`src/rtl/sector_rle_expander_core_defines.svh`:
```
// assertion macros shared by the sector rle expander rtl
`ifndef SECTOR_RLE_EXPANDER_CORE_DEFINES_SVH
`define SECTOR_RLE_EXPANDER_CORE_DEFINES_SVH

// same-cycle implication, checked on i_clk outside reset
`define SRE_ASSERT_IMP(label, ante, cons, msg) \
    label: assert property (@(posedge i_clk) disable iff (!i_rst_n) (ante) |-> (cons)) \
        else $error(msg);

// next-cycle implication, checked on i_clk outside reset
`define SRE_ASSERT_NXT(label, ante, cons, msg) \
    label: assert property (@(posedge i_clk) disable iff (!i_rst_n) (ante) |=> (cons)) \
        else $error(msg);

`endif

```
`src/rtl/sre_pkg.sv`:
```
// types and constants of the sector rle expander
package sre_pkg;

    // decoder phase
    typedef enum logic [3:0] {
        PH_IDLE,
        PH_LEN_HI,
        PH_TYPE,
        PH_RAW,
        PH_CNT_LO,
        PH_CNT_HI,
        PH_PAT0,
        PH_PAT1,
        PH_CHUNK_HDR,
        PH_LIT_LEN,
        PH_LITERAL,
        PH_BLK_COUNT,
        PH_BLK_FILL,
        PH_REPLAY
    } t_phase;

    // status reported at record end
    typedef enum logic [2:0] {
        ST_OK            = 3'd0,
        ST_BAD_TYPE      = 3'd1,
        ST_BLK_LARGE     = 3'd2,
        ST_BYTE_IN_REPLAY = 3'd3,
        ST_OVERRUN       = 3'd4
    } t_status;

    // command codes
    localparam logic CMD_BYTE = 1'b0;
    localparam logic CMD_PULL = 1'b1;

    // record type codes
    localparam logic [1:0] REC_RAW     = 2'd0;
    localparam logic [1:0] REC_PATTERN = 2'd1;
    localparam logic [7:0] REC_TYPE_MAX = 8'd2;

    // chunk header code of a literal chunk
    localparam logic [7:0] CHUNK_LITERALS = 8'd0;

    localparam int unsigned TOTAL_W = 17;
    localparam int unsigned LEN_W   = 16;
    localparam int unsigned CHUNK_W = 14;
    localparam int unsigned BLOG_W  = 4;
    localparam logic [TOTAL_W-1:0] TOTAL_MAX = '1;

    // one result on its way to the output register
    typedef struct packed {
        logic               byte_valid;
        logic               from_mem;
        logic [7:0]         data;
        logic               rec_end;
        t_status            status;
        logic [TOTAL_W-1:0] total;
    } t_result;

endpackage

```
`src/rtl/sre_if.sv`:
```
// valid/ready channels of the sector rle expander

// encoded byte or pull request
interface sre_in_if;
    logic       valid;
    logic       ready;
    logic       command;
    logic [7:0] in_byte;
    logic       start_req;

    modport source (output valid, command, in_byte, start_req, input ready);
    modport sink   (input valid, command, in_byte, start_req, output ready);
endinterface

// expanded byte or record close
interface sre_out_if;
    logic        valid;
    logic        ready;
    logic [7:0]  out_byte;
    logic        byte_valid;
    logic        record_end;
    logic [16:0] expanded_length;
    logic [2:0]  status;

    modport source (output valid, out_byte, byte_valid, record_end, expanded_length, status,
                    input ready);
    modport sink   (input valid, out_byte, byte_valid, record_end, expanded_length, status,
                    output ready);
endinterface

```
`src/rtl/sector_rle_expander_core.sv`:
```
// sector rle expander: decodes one run-length coded sector record per start
//
// i_in carries one transaction per encoded byte (command 0) or per pull of a
// replayed byte (command 1); start_req with command 0 opens a new record and
// drops any pending one. o_out carries at most one transaction per input
// transaction: an expanded byte, a record close with length and status, or
// both. Bytes that give no result produce no output transaction.
// One input transaction is taken every cycle while i_in is ready. A result
// passes through the read stage, for the pattern store read (one synchronous
// port, registered data), and then the output register.
// Literal results take the same path so order is kept.
// The pattern store holds 2**BLOCK_LOG2_MAX bytes and is always written
// before it is replayed, so it needs no clearing pass after reset.
// Reset clears the decoder to idle and empties both result stages.
// When o_out stalls, the output register holds; one more result is parked
// in the read stage, and i_in drops ready only while both are full.
module sector_rle_expander_core #(
    parameter int unsigned BLOCK_LOG2_MAX = 9
) (
    input  logic   i_clk,
    input  logic   i_rst_n,
    sre_in_if.sink     i_in,
    sre_out_if.source  o_out
);
    import sre_pkg::*;

    `include "sector_rle_expander_core_defines.svh"

    localparam int unsigned AW          = BLOCK_LOG2_MAX;
    localparam int unsigned STORE_DEPTH = 1 << BLOCK_LOG2_MAX;
    localparam int unsigned IDXW        = BLOCK_LOG2_MAX + 1;

    // decoder state
    t_phase               r_phase, n_phase;
    logic [1:0]           r_kind, n_kind;
    logic [LEN_W-1:0]     r_enc, n_enc;
    logic [7:0]           r_low, n_low;
    logic [CHUNK_W-1:0]   r_chunk, n_chunk;
    logic [LEN_W-1:0]     r_rep, n_rep;
    logic [BLOG_W-1:0]    r_blog, n_blog;
    logic [IDXW-1:0]      r_idx, n_idx;
    logic [TOTAL_W-1:0]   r_total, n_total;

    // pattern store
    logic [7:0]           r_store [STORE_DEPTH];
    logic [7:0]           r_rdata;
    logic                 w_mem_we;
    logic [AW-1:0]        w_mem_wa;
    logic                 w_mem_rd;

    // result stages
    t_result              w_res;
    logic                 w_end;
    logic                 r_s2_valid;
    t_result              r_s2;
    logic                 r_ov;
    logic [7:0]           r_o_byte;
    logic                 r_o_bvalid;
    logic                 r_o_end;
    logic [TOTAL_W-1:0]   r_o_len;
    logic [2:0]           r_o_status;

    // helpers
    logic                 w_acc;
    logic                 w_out_take;
    logic [LEN_W-1:0]     w_enc_dec;
    logic [TOTAL_W-1:0]   w_total_inc;
    logic [IDXW-1:0]      w_idx_inc;
    logic [IDXW-1:0]      w_blk_size;
    logic [CHUNK_W-1:0]   w_chunk_dec;
    logic [LEN_W-1:0]     w_rep_dec;
    logic [LEN_W-1:0]     w_len;
    logic [TOTAL_W-1:0]   w_blk_need;
    logic [7:0]           w_b;

    // handshake
    assign w_out_take = !r_ov || o_out.ready;
    assign i_in.ready = !r_s2_valid || w_out_take;
    assign w_acc      = i_in.valid && i_in.ready;
    assign w_b        = i_in.in_byte;

    // counter arithmetic
    assign w_enc_dec   = (r_enc != '0) ? r_enc - LEN_W'(1) : r_enc;
    assign w_total_inc = (r_total != TOTAL_MAX) ? r_total + TOTAL_W'(1) : r_total;
    assign w_idx_inc   = r_idx + IDXW'(1);
    assign w_blk_size  = IDXW'(1) << r_blog;
    assign w_chunk_dec = (r_chunk != '0) ? r_chunk - CHUNK_W'(1) : r_chunk;
    assign w_rep_dec   = (r_rep != '0) ? r_rep - LEN_W'(1) : r_rep;
    assign w_len       = {w_b, r_low};
    assign w_blk_need  = (TOTAL_W'(1) << w_b[BLOG_W-1:0]) + TOTAL_W'(1);

    // next state and result of the current transaction
    always_comb begin
        n_phase  = r_phase;
        n_kind   = r_kind;
        n_enc    = r_enc;
        n_low    = r_low;
        n_chunk  = r_chunk;
        n_rep    = r_rep;
        n_blog   = r_blog;
        n_idx    = r_idx;
        n_total  = r_total;
        w_mem_we = 1'b0;
        w_mem_wa = '0;
        w_mem_rd = 1'b0;
        w_end    = 1'b0;
        w_res    = '0;
        w_res.status = ST_OK;

        if (i_in.command == CMD_PULL) begin
            if (r_phase == PH_REPLAY) begin
                w_mem_rd         = 1'b1;
                w_res.byte_valid = 1'b1;
                w_res.from_mem   = 1'b1;
                n_total          = w_total_inc;
                n_idx            = w_idx_inc;
                if (r_blog > BLOG_W'(BLOCK_LOG2_MAX) || w_idx_inc >= w_blk_size) begin
                    n_idx = '0;
                    n_rep = w_rep_dec;
                    if (w_rep_dec == '0) begin
                        if (r_kind == REC_PATTERN || r_enc == '0) begin
                            w_end = 1'b1;
                        end else begin
                            n_phase = PH_CHUNK_HDR;
                        end
                    end
                end
            end
        end else if (i_in.start_req) begin
            n_low   = w_b;
            n_total = '0;
            n_enc   = '0;
            n_chunk = '0;
            n_rep   = '0;
            n_idx   = '0;
            n_kind  = REC_RAW;
            n_phase = PH_LEN_HI;
        end else begin
            case (r_phase)
                PH_LEN_HI: begin
                    n_enc   = (w_len != '0) ? w_len - LEN_W'(1) : '0;
                    n_phase = PH_TYPE;
                end
                PH_TYPE: begin
                    if (w_b > REC_TYPE_MAX) begin
                        w_end        = 1'b1;
                        w_res.status = ST_BAD_TYPE;
                    end else begin
                        n_kind = w_b[1:0];
                        if (w_b[1:0] == REC_PATTERN) begin
                            n_phase = PH_CNT_LO;
                        end else if (r_enc == '0) begin
                            w_end = 1'b1;
                        end else begin
                            n_phase = (w_b[1:0] == REC_RAW) ? PH_RAW : PH_CHUNK_HDR;
                        end
                    end
                end
                PH_RAW: begin
                    n_enc            = w_enc_dec;
                    n_total          = w_total_inc;
                    w_res.byte_valid = 1'b1;
                    w_res.data       = w_b;
                    w_end            = (w_enc_dec == '0);
                end
                PH_CNT_LO: begin
                    n_low   = w_b;
                    n_phase = PH_CNT_HI;
                end
                PH_CNT_HI: begin
                    n_rep   = w_len;
                    n_phase = PH_PAT0;
                end
                PH_PAT0: begin
                    w_mem_we = 1'b1;
                    w_mem_wa = AW'(0);
                    n_phase  = PH_PAT1;
                end
                PH_PAT1: begin
                    w_mem_we = 1'b1;
                    w_mem_wa = AW'(1);
                    n_blog   = BLOG_W'(1);
                    n_idx    = '0;
                    if (r_rep == '0) begin
                        w_end = 1'b1;
                    end else begin
                        n_phase = PH_REPLAY;
                    end
                end
                PH_CHUNK_HDR: begin
                    n_enc = w_enc_dec;
                    if (w_b == CHUNK_LITERALS) begin
                        if (w_enc_dec == '0) begin
                            w_end        = 1'b1;
                            w_res.status = ST_OVERRUN;
                        end else begin
                            n_phase = PH_LIT_LEN;
                        end
                    end else if (w_b > 8'(BLOCK_LOG2_MAX)) begin
                        w_end        = 1'b1;
                        w_res.status = ST_BLK_LARGE;
                    end else begin
                        n_blog = w_b[BLOG_W-1:0];
                        if (w_blk_need > TOTAL_W'(w_enc_dec)) begin
                            w_end        = 1'b1;
                            w_res.status = ST_OVERRUN;
                        end else begin
                            n_phase = PH_BLK_COUNT;
                        end
                    end
                end
                PH_LIT_LEN: begin
                    n_enc = w_enc_dec;
                    if (LEN_W'(w_b) > w_enc_dec) begin
                        w_end        = 1'b1;
                        w_res.status = ST_OVERRUN;
                    end else if (w_b == 8'd0) begin
                        if (w_enc_dec == '0) begin
                            w_end = 1'b1;
                        end else begin
                            n_phase = PH_CHUNK_HDR;
                        end
                    end else begin
                        n_chunk = CHUNK_W'(w_b);
                        n_phase = PH_LITERAL;
                    end
                end
                PH_LITERAL: begin
                    n_enc            = w_enc_dec;
                    n_total          = w_total_inc;
                    n_chunk          = w_chunk_dec;
                    w_res.byte_valid = 1'b1;
                    w_res.data       = w_b;
                    if (w_chunk_dec == '0) begin
                        if (w_enc_dec == '0) begin
                            w_end = 1'b1;
                        end else begin
                            n_phase = PH_CHUNK_HDR;
                        end
                    end
                end
                PH_BLK_COUNT: begin
                    n_enc   = w_enc_dec;
                    n_rep   = LEN_W'(w_b);
                    n_chunk = CHUNK_W'(1) << r_blog;
                    n_idx   = '0;
                    n_phase = PH_BLK_FILL;
                end
                PH_BLK_FILL: begin
                    n_enc    = w_enc_dec;
                    w_mem_we = 1'b1;
                    w_mem_wa = r_idx[AW-1:0];
                    n_idx    = w_idx_inc;
                    n_chunk  = w_chunk_dec;
                    if (w_chunk_dec == '0) begin
                        n_idx = '0;
                        if (r_rep != '0) begin
                            n_phase = PH_REPLAY;
                        end else if (w_enc_dec == '0) begin
                            w_end = 1'b1;
                        end else begin
                            n_phase = PH_CHUNK_HDR;
                        end
                    end
                end
                PH_REPLAY: begin
                    w_end        = 1'b1;
                    w_res.status = ST_BYTE_IN_REPLAY;
                end
                default: begin
                end
            endcase
        end

        // record close
        w_res.rec_end = w_end;
        if (w_end) begin
            n_phase     = PH_IDLE;
            w_res.total = n_total;
        end else begin
            w_res.status = ST_OK;
        end
    end

    // decoder state register
    always_ff @(posedge i_clk) begin
        if (!i_rst_n) begin
            r_phase <= PH_IDLE;
            r_kind  <= '0;
            r_enc   <= '0;
            r_low   <= '0;
            r_chunk <= '0;
            r_rep   <= '0;
            r_blog  <= '0;
            r_idx   <= '0;
            r_total <= '0;
        end else if (w_acc) begin
            r_phase <= n_phase;
            r_kind  <= n_kind;
            r_enc   <= n_enc;
            r_low   <= n_low;
            r_chunk <= n_chunk;
            r_rep   <= n_rep;
            r_blog  <= n_blog;
            r_idx   <= n_idx;
            r_total <= n_total;
        end
    end

    // pattern store, one write or one read per transaction
    always_ff @(posedge i_clk) begin
        if (w_acc && w_mem_we) begin
            r_store[w_mem_wa] <= w_b;
        end
        if (w_acc && w_mem_rd) begin
            r_rdata <= r_store[r_idx[AW-1:0]];
        end
    end

    // read stage: result waits here for the store data
    always_ff @(posedge i_clk) begin
        if (!i_rst_n) begin
            r_s2_valid <= 1'b0;
        end else if (i_in.ready) begin
            r_s2_valid <= w_acc && (w_res.byte_valid || w_res.rec_end);
        end
    end

    always_ff @(posedge i_clk) begin
        if (w_acc) begin
            r_s2 <= w_res;
        end
    end

    // output register
    always_ff @(posedge i_clk) begin
        if (!i_rst_n) begin
            r_ov <= 1'b0;
        end else if (w_out_take) begin
            r_ov <= r_s2_valid;
        end
    end

    always_ff @(posedge i_clk) begin
        if (r_s2_valid && w_out_take) begin
            r_o_byte   <= r_s2.from_mem ? r_rdata : r_s2.data;
            r_o_bvalid <= r_s2.byte_valid;
            r_o_end    <= r_s2.rec_end;
            r_o_len    <= r_s2.total;
            r_o_status <= r_s2.status;
        end
    end

    assign o_out.valid           = r_ov;
    assign o_out.out_byte        = r_o_byte;
    assign o_out.byte_valid      = r_o_bvalid;
    assign o_out.record_end      = r_o_end;
    assign o_out.expanded_length = r_o_len;
    assign o_out.status          = r_o_status;

    // checks
    `SRE_ASSERT_NXT(a_close_goes_idle, w_acc && w_end, r_phase == PH_IDLE,
        "decoder not idle after record close")
    `SRE_ASSERT_IMP(a_replay_idx_in_block, r_phase == PH_REPLAY, r_idx < w_blk_size,
        "replay index beyond block size")
    `SRE_ASSERT_IMP(a_store_write_phase, w_acc && w_mem_we,
        r_phase == PH_PAT0 || r_phase == PH_PAT1 || r_phase == PH_BLK_FILL,
        "pattern store written outside a fill phase")
    `SRE_ASSERT_IMP(a_length_only_at_end, o_out.valid && !o_out.record_end,
        o_out.expanded_length == '0 && o_out.status == 3'(ST_OK),
        "length or status set on a result that does not close the record")

endmodule

```
`src/flat_wrapper.sv`:
```
// flat-port wrapper written by rule: the top's interface ports become plain ports
module sector_rle_expander_core_flat import sre_pkg::*;
#(
    parameter int unsigned BLOCK_LOG2_MAX = 9
)
  (i_clk, i_rst_n, i_in_valid, i_in_command, i_in_in_byte, i_in_start_req, i_in_ready, o_out_valid, o_out_out_byte, o_out_byte_valid, o_out_record_end, o_out_expanded_length, o_out_status, o_out_ready);
  sre_in_if i_in_i ();
  sre_out_if o_out_i ();
  input  logic i_clk;
  input  logic i_rst_n;
  input wire logic [$bits(i_in_i.valid)-1:0] i_in_valid;
  input wire logic [$bits(i_in_i.command)-1:0] i_in_command;
  input wire logic [$bits(i_in_i.in_byte)-1:0] i_in_in_byte;
  input wire logic [$bits(i_in_i.start_req)-1:0] i_in_start_req;
  output wire logic [$bits(i_in_i.ready)-1:0] i_in_ready;
  output wire logic [$bits(o_out_i.valid)-1:0] o_out_valid;
  output wire logic [$bits(o_out_i.out_byte)-1:0] o_out_out_byte;
  output wire logic [$bits(o_out_i.byte_valid)-1:0] o_out_byte_valid;
  output wire logic [$bits(o_out_i.record_end)-1:0] o_out_record_end;
  output wire logic [$bits(o_out_i.expanded_length)-1:0] o_out_expanded_length;
  output wire logic [$bits(o_out_i.status)-1:0] o_out_status;
  input wire logic [$bits(o_out_i.ready)-1:0] o_out_ready;
  assign i_in_i.valid = i_in_valid;
  assign i_in_i.command = i_in_command;
  assign i_in_i.in_byte = i_in_in_byte;
  assign i_in_i.start_req = i_in_start_req;
  assign i_in_ready = i_in_i.ready;
  assign o_out_valid = o_out_i.valid;
  assign o_out_out_byte = o_out_i.out_byte;
  assign o_out_byte_valid = o_out_i.byte_valid;
  assign o_out_record_end = o_out_i.record_end;
  assign o_out_expanded_length = o_out_i.expanded_length;
  assign o_out_status = o_out_i.status;
  assign o_out_i.ready = o_out_ready;
  sector_rle_expander_core #(.BLOCK_LOG2_MAX(BLOCK_LOG2_MAX)) u_core (.i_clk(i_clk), .i_rst_n(i_rst_n), .i_in(i_in_i), .o_out(o_out_i));
endmodule
```
`config.mk`:
```
export PLATFORM = sky130hd
export DESIGN_NAME = sector_rle_expander_core_flat
export DESIGN_NICKNAME = d
export VERILOG_FILES = /design/src/rtl/sre_pkg.sv /design/src/rtl/sre_if.sv /design/src/rtl/sector_rle_expander_core.sv /design/src/flat_wrapper.sv
export VERILOG_INCLUDE_DIRS = /design/src /design/src/rtl
export SDC_FILE = /design/constraint.sdc
export NUM_CORES = 2
export LEC_CHECK = 0
export ABC_CLOCK_PERIOD_IN_PS = 11900
export BUFFER_PORTS_ARGS = -buffer_cell sky130_fd_sc_hd__buf_4
export CAP_MARGIN = 10
export CORE_MARGIN = 1
export CORE_UTILIZATION = 35
export CTS_CLUSTER_DIAMETER = 80
export DETAILED_ROUTE_END_ITERATION = 8
export PLACE_DENSITY_LB_ADDON = 0.12
export SETUP_SLACK_MARGIN = 0.15
export SLEW_MARGIN = 20
export SYNTH_ARGS = -nofsm -noshare
export SYNTH_HDL_FRONTEND = slang
export SYNTH_SLANG_ARGS = --single-unit
```
`constraint.sdc`:
```
create_clock -name i_clk -period 11.9 [get_ports i_clk]
set_clock_uncertainty 0.05 [all_clocks]
set_input_delay 0.595 -clock i_clk [delete_from_list [all_inputs] [get_ports i_clk]]
set_output_delay 0.595 -clock i_clk [all_outputs]
set_load 0.05 [all_outputs]
```
# [Yosys cells after proc, flatten, opt, wreduce, memory -nomap -nowiden]
# Memories as Yosys holds them, arrays and structs flattened. A register that Yosys moved wholly into a read port is not among the register bits.
# Cells that the tools add are included.
[word_totals] memories=1 elab_cells=224 register_bits=154 ramBits=4096
[memory_table] name="u_core.r_store" words=512 width=8 rd=1 rd_ports_with_merged_regs=1 wr=1 line_no="sector_rle_expander_core.sv:45" source="logic [7:0] r_store [STORE_DEPTH];"
[classes] bitwise=4 n_lt_le_gt_ge=6 n_shift=3 eq_ne=36 add_sub_neg=7 reduce_logical=46 mux=99
[op_table] cell="$mux W16" count=8
[op_table] cell="$mux W4" count=24
[op_table] cell="$mux W17" count=5
[op_table] cell="$logic_not A16 Y1" count=4
[op_table] cell="$pmux W16 S2" count=2
[op_table] cell="$mux W14" count=4
[op_table] cell="$mux W10" count=5
[op_table] cell="$reduce_bool A16 Y1" count=3
[op_table] cell="$sub A16 B1 Y16 const B" count=3
[op_table] cell="$pmux W4 S11" count=1
[op_table] cell="$pmux W14 S3" count=1
[op_table] cell="$mux W1" count=30
[op_table] cell="$reduce_bool A14 Y1" count=2
[op_table] cell="$eq A4 B4 Y1 const B" count=6
[op_table] cell="$mux W8" count=3
[op_table] cell="$pmux W10 S2" count=1
[op_table] cell="$mux W9" count=2
[op_table] cell="$pmux W9 S2" count=1
[op_table] cell="$add A17 B1 Y17 const B" count=1
[op_table] cell="$add A17 B2 Y17 const B" count=1
[op_table] cell="$gt A17 B16 Y1" count=1
[op_table] cell="$ne A17 B17 Y1 const B" count=1
[op_table] cell="$shl A1 B4 Y17 const A" count=1
[op_table] cell="$eq A4 B3 Y1 const B" count=4
[op_table] cell="other kinds (44)" count=87

# [Longest topological paths before layout]
[depth] depth_word=11 depth_mapped=20

# [Worst setup path before layout]
# OpenSTA, ideal clock, no wires.
[synth_timing] kind="register to register" start="reg u_core.r_enc[0]" end="reg u_core.r_s2[8] (netlist name), data pin" stages_incl_launch_ff=20 slack_ns=7.682 synth_period_minus_slack_ns=4.218 t_arrival_ns=3.909 path_cell_list="dfxtp_1 > inv_1 > ha_1 > clkbuf_1 > or3b_1 > clkbuf_1 > nor4_4 > xnor2_1 > ha_1 > and4b_1 > a2111oi_0 > o31ai_1 > nor3b_1 > a41oi_1 > nor2_1 > o31ai_2 > and3_1 > buf_4 > buf_6 > nor2_1"
[synth_between] elab_chain_cells=9
[synth_lines] element="start, declared" line_no="sector_rle_expander_core.sv:36" source="logic [LEN_W-1:0] r_enc, n_enc;"
[synth_lines] element="start signal, assigned" line_no="sector_rle_expander_core.sv:300" source="r_enc <= n_enc;"
[synth_lines] element="$sub A16 B1 Y16 / $reduce_bool A16 Y1 (equally long branches)" line_no="sector_rle_expander_core.sv:83" source="assign w_enc_dec = (r_enc != '0) ? r_enc - LEN_W'(1) : r_enc;"
[synth_lines] element="$mux W16" line_no="sector_rle_expander_core.sv:83"
[synth_lines] element="$gt A17 B16 Y1 / $logic_not A16 Y1 (equally long branches)"
[synth_lines] element="$mux W1 (on tied branches)"
[synth_lines] element="$mux W1 (on tied branches)" line_no="sector_rle_expander_core.sv:199, sector_rle_expander_core.sv:217, sector_rle_expander_core.sv:257"
[synth_lines] element="$mux W1 (on tied branches)" line_no="sector_rle_expander_core.sv:192, sector_rle_expander_core.sv:214, sector_rle_expander_core.sv:255"
[synth_lines] element="$pmux W1 S8" line_no="sector_rle_expander_core.sv:139" source="case (r_phase)"
[synth_lines] element="$mux W1" line_no="sector_rle_expander_core.sv:129" source="end else if (i_in.start_req) begin"
[synth_lines] element="$mux W1 *" line_no="sector_rle_expander_core.sv:110" source="if (i_in.command == CMD_PULL) begin"
[synth_lines] element="end signal, assigned" line_no="sector_rle_expander_core.sv:331" source="r_s2 <= w_res;"
[synth_lines] element="end, declared" line_no="sector_rle_expander_core.sv:55" source="t_result r_s2;"
# Every way passes the cells marked *; elsewhere a longest branch is shown, timed or not.
# A chain may end at the register's enable or synchronous reset.

# [Worst setup path in the final report]
[layout_timing] start="in i_in_in_byte[0]" end="reg u_core.r_s2[2] (netlist name), data pin"
[layout_between] elab_chain_cells=9
[layout_lines] element="start, declared" line_no="flat_wrapper.sv:13" source="input wire logic [$bits(i_in_i.in_byte)-1:0] i_in_in_byte;"
[layout_lines] element="$shl A1 B4 Y17" line_no="sector_rle_expander_core.sv:90" source="assign w_blk_need = (TOTAL_W'(1) << w_b[BLOG_W-1:0]) + TOTAL_W'(1);"
[layout_lines] element="$add A17 B2 Y17" line_no="sector_rle_expander_core.sv:90"
[layout_lines] element="$gt A17 B16 Y1" line_no="sector_rle_expander_core.sv:204" source="if (w_blk_need > TOTAL_W'(w_enc_dec)) begin"
[layout_lines] element="$mux W1" line_no="sector_rle_expander_core.sv:204"
[layout_lines] element="$mux W1" line_no="sector_rle_expander_core.sv:199" source="end else if (w_b > 8'(BLOCK_LOG2_MAX)) begin"
[layout_lines] element="$mux W1" line_no="sector_rle_expander_core.sv:192" source="if (w_b == CHUNK_LITERALS) begin"
[layout_lines] element="$pmux W1 S8 *" line_no="sector_rle_expander_core.sv:139"
[layout_lines] element="$mux W1 *" line_no="sector_rle_expander_core.sv:129"
[layout_lines] element="$mux W1 *" line_no="sector_rle_expander_core.sv:110"
# Marked as above.

==> metrics <==
Final Cycle Share=0.485; most common cell after layout, fill and taps aside=edfxtp_1; root buf cell=clkbuf_16; Distinct cells, synth=84; net switching power=6.38 mW; Final Critical Period=about 5.8 ns; Post-synth top flop=edfxtp_1; share of power burned in registers=0.534; layout cells sized above 1=0.285; Hold Crit Class=input port to register; Inst Count DP=13.9k; Routed WL per cell=31.0 microns; PortBufs=45; syn nets=a little under 8k; Peak Freq=between 150 and 200 MHz; initial antenna violation count=32; Avg Inst Size Synth=21.8 sq um; pin count of the biggest net entering global routing=199; grt ovf=0; CTS Buf Count=457; placer congestion estimate=0.797; post_cts resized=0; hpwl dp=272 mm; cells after synthesis=7718; final total power=around 31 mW; Worst path max stage delay=0.79 ns; Sw Share=0.207; layout net count=8047; worst setup margin=6.13 ns; CP max FO=55; # setup viols final=0; Vert. Die Dim=around 700 microns; MaxCap Viol Count=0; worst hold slack=0.154 ns; crit end category=register; critical path type=input port to register; CP delay by family, top=compound AO/OA/AOI/OAI gates; Cell Count, Final, Fillers Out=14.8k; Ys Warns=0; slew margin rel.=0.177; failing checks=DRC; I/O Pins=46; drt total wl=459 mm; Die X=695 microns; CP Data Required Time=12.59 ns; slowest cell on the critical path=and3_1; sequential share of the synthesized area=0.755; Final Util=0.401; RSZ-0062 raised after global routing=false; CTS tree=yes; CTS max path bufs=4; Internal=24.5 mW; first-pass GRT wire length=approximately 650 mm; clk slew on worst S/H paths=0.06 ns; CP Cell Sequence=dlygate4sd3_1 -> buf_8 -> buf_4 -> or2_2 -> nor3_1 -> ha_1 -> xor2_1 -> ha_1 -> o211ai_1 -> a21oi_1 -> o41ai_1 -> a31oi_1 -> o21ai_0 -> a21oi_1 -> o31ai_2 -> and3_1 -> nor3_1; arrival time of the worst setup path=6.45 ns; Worst Tran Pin Value=1.23 ns; post-route cell area=192000 sq um; number of synthesized register bits=~4.3k; leak pwr=56.3 nW; vias in the first global route=82.9k; Combinational Power Share=0.016; post-place setup slack=roughly 5.8 ns; pwr dens=161 nW/um^2; synthesized cell area=168000 sq um; worst-skew pair later-pin latency=1.03 ns; status=complete, but fails checks; Global Route Usage Sum=0.188; final count of hold timing violations=0; total iterations of the first detailed-routing run=8; vias per cell=5.41; via count=80.0k; Slew Limit Fails=0; Core ar.=roughly 480000 sq um; Startpoint Class=input port; initial DRC count=8046; Setup TNS=0 ns; area grow syn2layout=14.0%; starting density of the core=0.351; Final ANT Viol Nets=0; Async SR Flop Fraction=0; Sink Count=4258; H-tree depth=5; DRC=3; Buf/Inv on CP=3; Die ar.=483000 sq um; commonest cells after routing, fill and taps aside=edfxtp_1, mux4_2, nor2_1; EDFF count, synth=4165; Placement Cell Area=approximately 180000 sq um; clock share of power=0.450; Post-CTS Setup Inserts=0; Rows=254; cts hold-fix bufs=12; worst ir drop on vdd=0.127 mV
-- state kept, by name, summed over array words and instances, names as in the netlist --
register,cells
u_core.o_out.valid,1
u_core.r_total,17
u_core.o_out.expanded_length,17
u_core.r_s2,31
u_core.o_out.byte_valid,1
u_core.r_enc,16
u_core.o_out.status,3
u_core.r_rep,16
u_core.o_out.record_end,1
u_core.r_store,4096
u_core.r_s2_valid,1
u_core.r_phase,4
u_core.r_rdata,8
u_core.o_out.out_byte,8
u_core.r_idx,10
u_core.r_blog,4
u_core.r_chunk,14
u_core.r_kind,2
u_core.r_low,8
-- cell usage after synthesis (all sizes together) (12+ instances only) --
cell type	instances	area (sq um)
a211oi	15	118
a21oi	90	450
a22oi	27	203
a311oi	15	131
a31oi	13	87.6
and2	16	100
buf	187	848
clkbuf	290	1090
dfxtp	93	1860
edfxtp	4165	125000
ha	39	488
inv	36	135
mux2	19	214
mux2i	29	290
mux4	1360	30600
nand2	165	619
nand2b	15	101
nand3	45	225
nand4	13	81.3
nor2	693	2600
nor2b	17	106
nor3	62	315
nor4	23	174
o21ai	63	315
o22ai	23	144
or3	20	125
xnor2	15	139
xor2	12	105
-- power by group through the flow --
stage | clock network [mW] | logic, mW | registers [mW]
global route | 14.7 | 0.550 | 16.5
floorplan | 0 | 0.168 | 16.8
finish | 13.9 | 0.506 | 16.5
detailed placement | 0 | 0.506 | 16.8
global placement | 0 | 0.490 | 16.8
CTS | 14.2 | 0.510 | 16.5
-- logic make-up (layout without fill, tap and decap cells) --
family,after synthesis,count (layout),synth area share
AND/OR/NAND/NOR,1132,1132,0.0294
XOR/XNOR,27,27,0.00145
other,0,12,0
adder cells (fa/ha/maj),40,40,0.00296
multiplexers,1408,1408,0.185
AO/OA/AOI/OAI,339,339,0.0135
buffers and inverters,514,1178,0.0123
flip-flops,4258,4258,0.755
-- worst paths after layout --
check,start,end,slack (ns),cells past startpoint
hold reg to reg,u_core.r_s2[8]$_SDFFCE_PN0P_,u_core.o_out.expanded_length[8]$_DFFE_PP_,0.37,0
setup / recovery,i_in_in_byte[0],u_core.r_s2[2]$_SDFFCE_PN0P_,6.13,17
hold / removal,i_in_command,u_core.r_rep[12]$_SDFFE_PN0P_,0.15,3
setup reg to reg,u_core.r_idx[1]$_SDFFE_PN0P_,u_core.r_rdata[3]$_DFFE_PP_,6.23,8
-- per-layer routing --
| metal | vias to the layer above | global-route usage | part of all wire |
|---|---|---|---|
| li1 | 33167 | - | - |
| met1 | 43988 | 0.270 | 0.44 |
| met2 | 2278 | 0.306 | 0.48 |
| met3 | 579 | 0.0305 | 0.056 |
| met4 | 2 | 0.0378 | 0.020 |
| met5 | - | 0 | 0.000028 |
-- worst reg2reg max path: stages (launching register included) --
cell and delay [ns]:
dfxtp_4 0.42, buf_12 0.60, buf_4 0.92, buf_4 0.90
mux4_2 0.54, mux4_2 0.56, mux4_2 0.64, mux4_2 0.52
mux2_2 0.27
-- layout make-up --
type	count	area (sq um)
Clock buffer	573	12000
Sequential cell	4258	127000
Multi-Input combinational cell	2946	39400
Antenna cell	12	30.0
Timing Repair Buffer	294	2600
Tap cell	6400	8010
Clock inverter	274	2500
Inverter	37	139
Fill cell	42060	287000
Power figures use the tool's default switching activity.
